### src/design/atrp_sqrt_cell.sv
// ----------------------------------------------------------------------------
// atrp_sqrt_cell
// one digit of a pipelined integer square root, with a side tag carried along
// ----------------------------------------------------------------------------
`default_nettype none

module atrp_sqrt_cell #(
	parameter int RW  = 48,
	parameter int RB  = 24,
	parameter int BIT = 0,
	parameter int TW  = 1
) (
	input  logic          clk,
	input  logic          arst_n,
	input  logic          en,
	input  logic          vin,
	input  logic [RW-1:0] rem_in,
	input  logic [RB-1:0] root_in,
	input  logic [TW-1:0] tag_in,
	output logic          v_q,
	output logic [RW-1:0] rem_q,
	output logic [RB-1:0] root_q,
	output logic [TW-1:0] tag_q
);

	logic [RW:0]   trial;
	logic [RW:0]   rem_x;
	logic          take;
	logic [RB-1:0] root_nx;

	assign trial = ((RW+1)'(root_in) << (BIT + 1)) | ((RW+1)'(1) << (2 * BIT));
	assign rem_x = {1'b0, rem_in};
	assign take  = (rem_x >= trial);

	always_comb begin
		root_nx      = root_in;
		root_nx[BIT] = take;
	end

	always_ff @(posedge clk or negedge arst_n) begin
		if (!arst_n) begin
			v_q <= 1'b0;
		end else if (en) begin
			v_q <= vin;
		end
	end

	always_ff @(posedge clk) begin
		if (en) begin
			rem_q  <= take ? RW'(rem_x - trial) : rem_in;
			root_q <= root_nx;
			tag_q  <= tag_in;
		end
	end

endmodule

`default_nettype wire

### config.mk
export PLATFORM = sky130hd
export DESIGN_NAME = atrp_sqrt_cell
export DESIGN_NICKNAME = d
export VERILOG_FILES = /design/src/design/atrp_sqrt_cell.sv
export SDC_FILE = /design/constraint.sdc
export NUM_CORES = 1
export LEC_CHECK = 0
export BUFFER_PORTS_ARGS = -buffer_cell sky130_fd_sc_hd__clkbuf_2
export CAP_MARGIN = 0
export CORE_MARGIN = 1.5
export CORE_UTILIZATION = 50
export DETAILED_ROUTE_END_ITERATION = 8
export PLACE_DENSITY_LB_ADDON = 0.3
export REMOVE_ABC_BUFFERS = 1
export SETUP_SLACK_MARGIN = 0.05
export SYNTH_ARGS = -nofsm -noshare
export SYNTH_HDL_FRONTEND = slang
export SYNTH_SLANG_ARGS = --single-unit
### constraint.sdc
create_clock -name clk -period 1 [get_ports clk]
set_input_delay 0.05 -clock clk [delete_from_list [all_inputs] [get_ports clk]]
set_output_delay 0.05 -clock clk [all_outputs]
set_load 0.02 [all_outputs]
==> impl_metrics.env <==
export IMPL_status="finished with violations"
export IMPL_violations="design-rule violations, negative setup slack"
export IMPL_finalCriticalPeriod_ps=2450
export IMPL_tightest_slew_ps=536
export IMPL_rsz0062_at_grt="yes"
export IMPL_finalCritPeriodShare_pct=245
export IMPL_pwr_share_clk_pct=26.7
export IMPL_synth_ff_type="edfxtp_1"
export IMPL_max_slew_margin_pct=63.9
export IMPL_synthTopCellsByArea="edfxtp_1, ha_1, xnor2_1, nand2_1, xor2_1"
export IMPL_instances_no_fill=869
export IMPL_die_area_um2=9630
export IMPL_die_y_um=98.1
export IMPL_final_util_pct=96.4
export IMPL_arrival_ps=2580
export IMPL_cts_buffer_depth=2
export IMPL_final_antenna_net_count=0
export IMPL_worst_hold_slack_ps=9.34
export IMPL_num_vias=5809
export IMPL_ys_ff_latch=74
export IMPL_drt_initial_drc_count=670
export IMPL_netlist_area_leader_share_pct=48.4
export IMPL_core_um2=8760
export IMPL_yosysUniqueCellTypes=59
export IMPL_startpoint="rem_in[0]"
export IMPL_post_dp_hpwl_um=9390
export IMPL_std_cell_rows=34
export IMPL_timing_rr_start="v_q"
export IMPL_clockRootBuffer="clkbuf_8"
export IMPL_synth_edf_count=73
export IMPL_hold_viol=0
export IMPL_setup_viol=74
export IMPL_worstSetupEndpointType="flip-flop"
export IMPL_post_place_ws_ps=-1760
export IMPL_antenna_found_initial=0
export IMPL_diodes=0
export IMPL_dieWidth_um=98.1
export IMPL_avgViaCountPerCell=6.68
export IMPL_overflow=0
export IMPL_place_inst=797
export IMPL_insertion_delay_ps=380
export IMPL_power_density_nw_per_um2=1350
export IMPL_portBuffers=150
export IMPL_fmax_mhz=408
export IMPL_cts_buffers=9
export IMPL_grt_first_pass_wirelength_um=27000
export IMPL_worst_setup_path_type="in2reg"
export IMPL_switchingPower_w=0.00382
export IMPL_drv_slew=0
export IMPL_p_int_w=0.00759
export IMPL_seq_area_frac_synth_pct=49.0
export IMPL_crit_path_start_kind="input pin"
export IMPL_reg2reg_depth=1
export IMPL_syn_area_um2=4530
export IMPL_power_frac_seq_pct=35.4
export IMPL_seqCellArea_um2=2220
export IMPL_grt_pass1_vias=5266
export IMPL_async_flop_share_pct=1.35
export IMPL_place_congestion=0.876
export IMPL_wl_per_cell_um=28.1
export IMPL_firstDrtPassIters=9
export IMPL_ios=151
export IMPL_drv_cap=0
export IMPL_cts_sinks=74
export IMPL_final_fill_count=183
export IMPL_netSwitchingFraction_pct=33.5
export IMPL_drt_total_wl_um=24400
export IMPL_cp_max_fo=6
export IMPL_syn_to_final_growth_pct=86.6
export IMPL_htreeDepth=3
export IMPL_clkTransAtPathRegs_ps=110
export IMPL_hp_start="rem_in[39]"
export IMPL_grt_max_degree=25
export IMPL_grt_total_usage_pct=36.3
export IMPL_cts_tree="done"
export IMPL_fin_total_pwr_w=0.0114
export IMPL_ir_drop_mv=0.915
export IMPL_hold_depth=2
export IMPL_synth_area_per_cell_um2=10.7
export IMPL_fin_skew_ps=0
export IMPL_drive_gt1_share_pct=55.7
export IMPL_multi_input_area_um2=2770
export IMPL_combPwrFrac_pct=38.0
export IMPL_fin_nets=859
export IMPL_postSynthCellCount=421
export IMPL_netlist_top_cell_by_area="edfxtp_1"
export IMPL_start_util_pct=51.6
export IMPL_r2r_slack_ps=210
export IMPL_leakage_nw=3.58
export IMPL_setup_ws_ps=-1450
export IMPL_holdCritPathClass="in2reg"
export IMPL_yosysWarnings=0
export IMPL_cp_required_ps=1130
export IMPL_drcViolationCount=135
sequential cells by signal (all words and copies together), names as in the netlist:
signal  flops
root_q     24
v_q         1
tag_q       1
rem_q      48
worst paths after layout:
kind | to
max | rem_q[36]
min | rem_q[39]
max reg2reg | v_q
min reg2reg | v_q
max in group asynchronous | v_q
min in group asynchronous | v_q
stage by stage:
step / cell area, um^2 / setup TNS [ps]
floorplan: 4450 / -112510
global placement: 6340 / -74780
detailed placement: 6340 / -77520
CTS: 7900 / -47990
global route: 8450 / -65570
finish: 8450 / -62650
timing repair:
item,CTS,global route
setup buffers,10,11
setup endpoints to repair,91,121
endpoints found under the hold margin,34,0
hold buffers,35,0
pin swaps,44,29
gates resized for setup,177,154
cloned,2,1
layout by cell type (no fill, tap or decap), drive strengths merged, types with 3 or more instances in the layout:
master / Yosys / routed
bufinv: 0 / 3
nor2b: 4 / 4
nor2: 20 / 20
buf: 6 / 185
dlygate4sd3: 0 / 35
nor3: 10 / 10
a21o: 3 / 3
nand3b: 4 / 4
edfxtp: 73 / 73
xnor2: 25 / 25
xor2: 21 / 21
o21ai: 43 / 43
a21oi: 22 / 22
nand4: 8 / 9
a211oi: 8 / 8
ha: 25 / 25
clkbuf: 6 / 124
nand2: 49 / 49
clkinv: 0 / 4
nor4: 11 / 11
nand3: 7 / 7
nand2b: 4 / 4
o21bai: 4 / 4
inv: 30 / 30
power by group through the flow:
stage	combinational [W]	clock (W)	sequential [W]
3_3_place_gp	0.00268	0	0.00398
4_1_cts	0.00342	0.00286	0.00395
5_1_grt	0.00442	0.00309	0.00405
3_5_place_dp	0.00274	0	0.00399
6_report	0.00433	0.00304	0.00403
2_1_floorplan	0.000944	0	0.00443
synthesized netlist by cell type, drive strengths merged, types with 2 or more instances:
| master | number |
|---|---|
| o21ai | 43 |
| nor3b | 2 |
| clkbuf | 6 |
| and3 | 2 |
| or2 | 2 |
| nand3b | 4 |
| a2111oi | 2 |
| a21oi | 22 |
| nor2 | 20 |
| ha | 25 |
| xnor2 | 25 |
| nand4 | 8 |
| a21boi | 2 |
| a31oi | 2 |
| inv | 30 |
| mux2 | 2 |
| nand2b | 4 |
| or4 | 2 |
| and2 | 2 |
| nor4 | 11 |
| o21a | 2 |
| nand3 | 7 |
| a21o | 3 |
| nor2b | 4 |
| xor2 | 21 |
| a211oi | 8 |
| edfxtp | 73 |
| o21bai | 4 |
| o211ai | 2 |
| or3 | 2 |
| nand2 | 49 |
| buf | 6 |
| nor3 | 10 |
cell families after synthesis:
| logic type | after synthesis | synth area share (%) |
|---|---|---|
| adders and majority gates | 26 | 7.35 |
| buffers and inverters | 42 | 4.12 |
| AOI/OAI and AO/OA | 100 | 14.3 |
| xor gates and xnor gates | 46 | 8.90 |
| muxes | 2 | 0.498 |
| and+or+nand+nor | 131 | 15.8 |
| DFF | 74 | 49.0 |
final cells by class:
| class | count | area share, % |
|---|---|---|
| Multi-Input combinational cell | 306 | 32.8 |
| Clock buffer | 9 | 1.47 |
| Clock inverter | 7 | 1.39 |
| Inverter | 30 | 1.39 |
| Sequential cell | 74 | 26.2 |
| Tap cell | 108 | 1.60 |
| Timing Repair Buffer | 335 | 35.1 |
worst max-delay path: stages:
cell and delay (ps):
buf_8 100, fa_2 420, a211oi_4 290, o21ai_2 110
buf_4 160, nand4_1 200, a211oi_2 140, o2111a_1 300
a211oi_4 290, buf_6 210, nand3b_1 130, xnor2_1 170
routing by layer:
layer / global-route usage (%) / vias to the layer above / routed length, um
li1: - / 2225 / -
met1: 37.9 / 2683 / 7360
met2: 68.9 / 624 / 11500
met3: 6.01 / 277 / 2820
met4: 19.6 / 0 / 2710
met5: 0 / - / 0
Note: power is estimated with default switching activity, not from simulation.
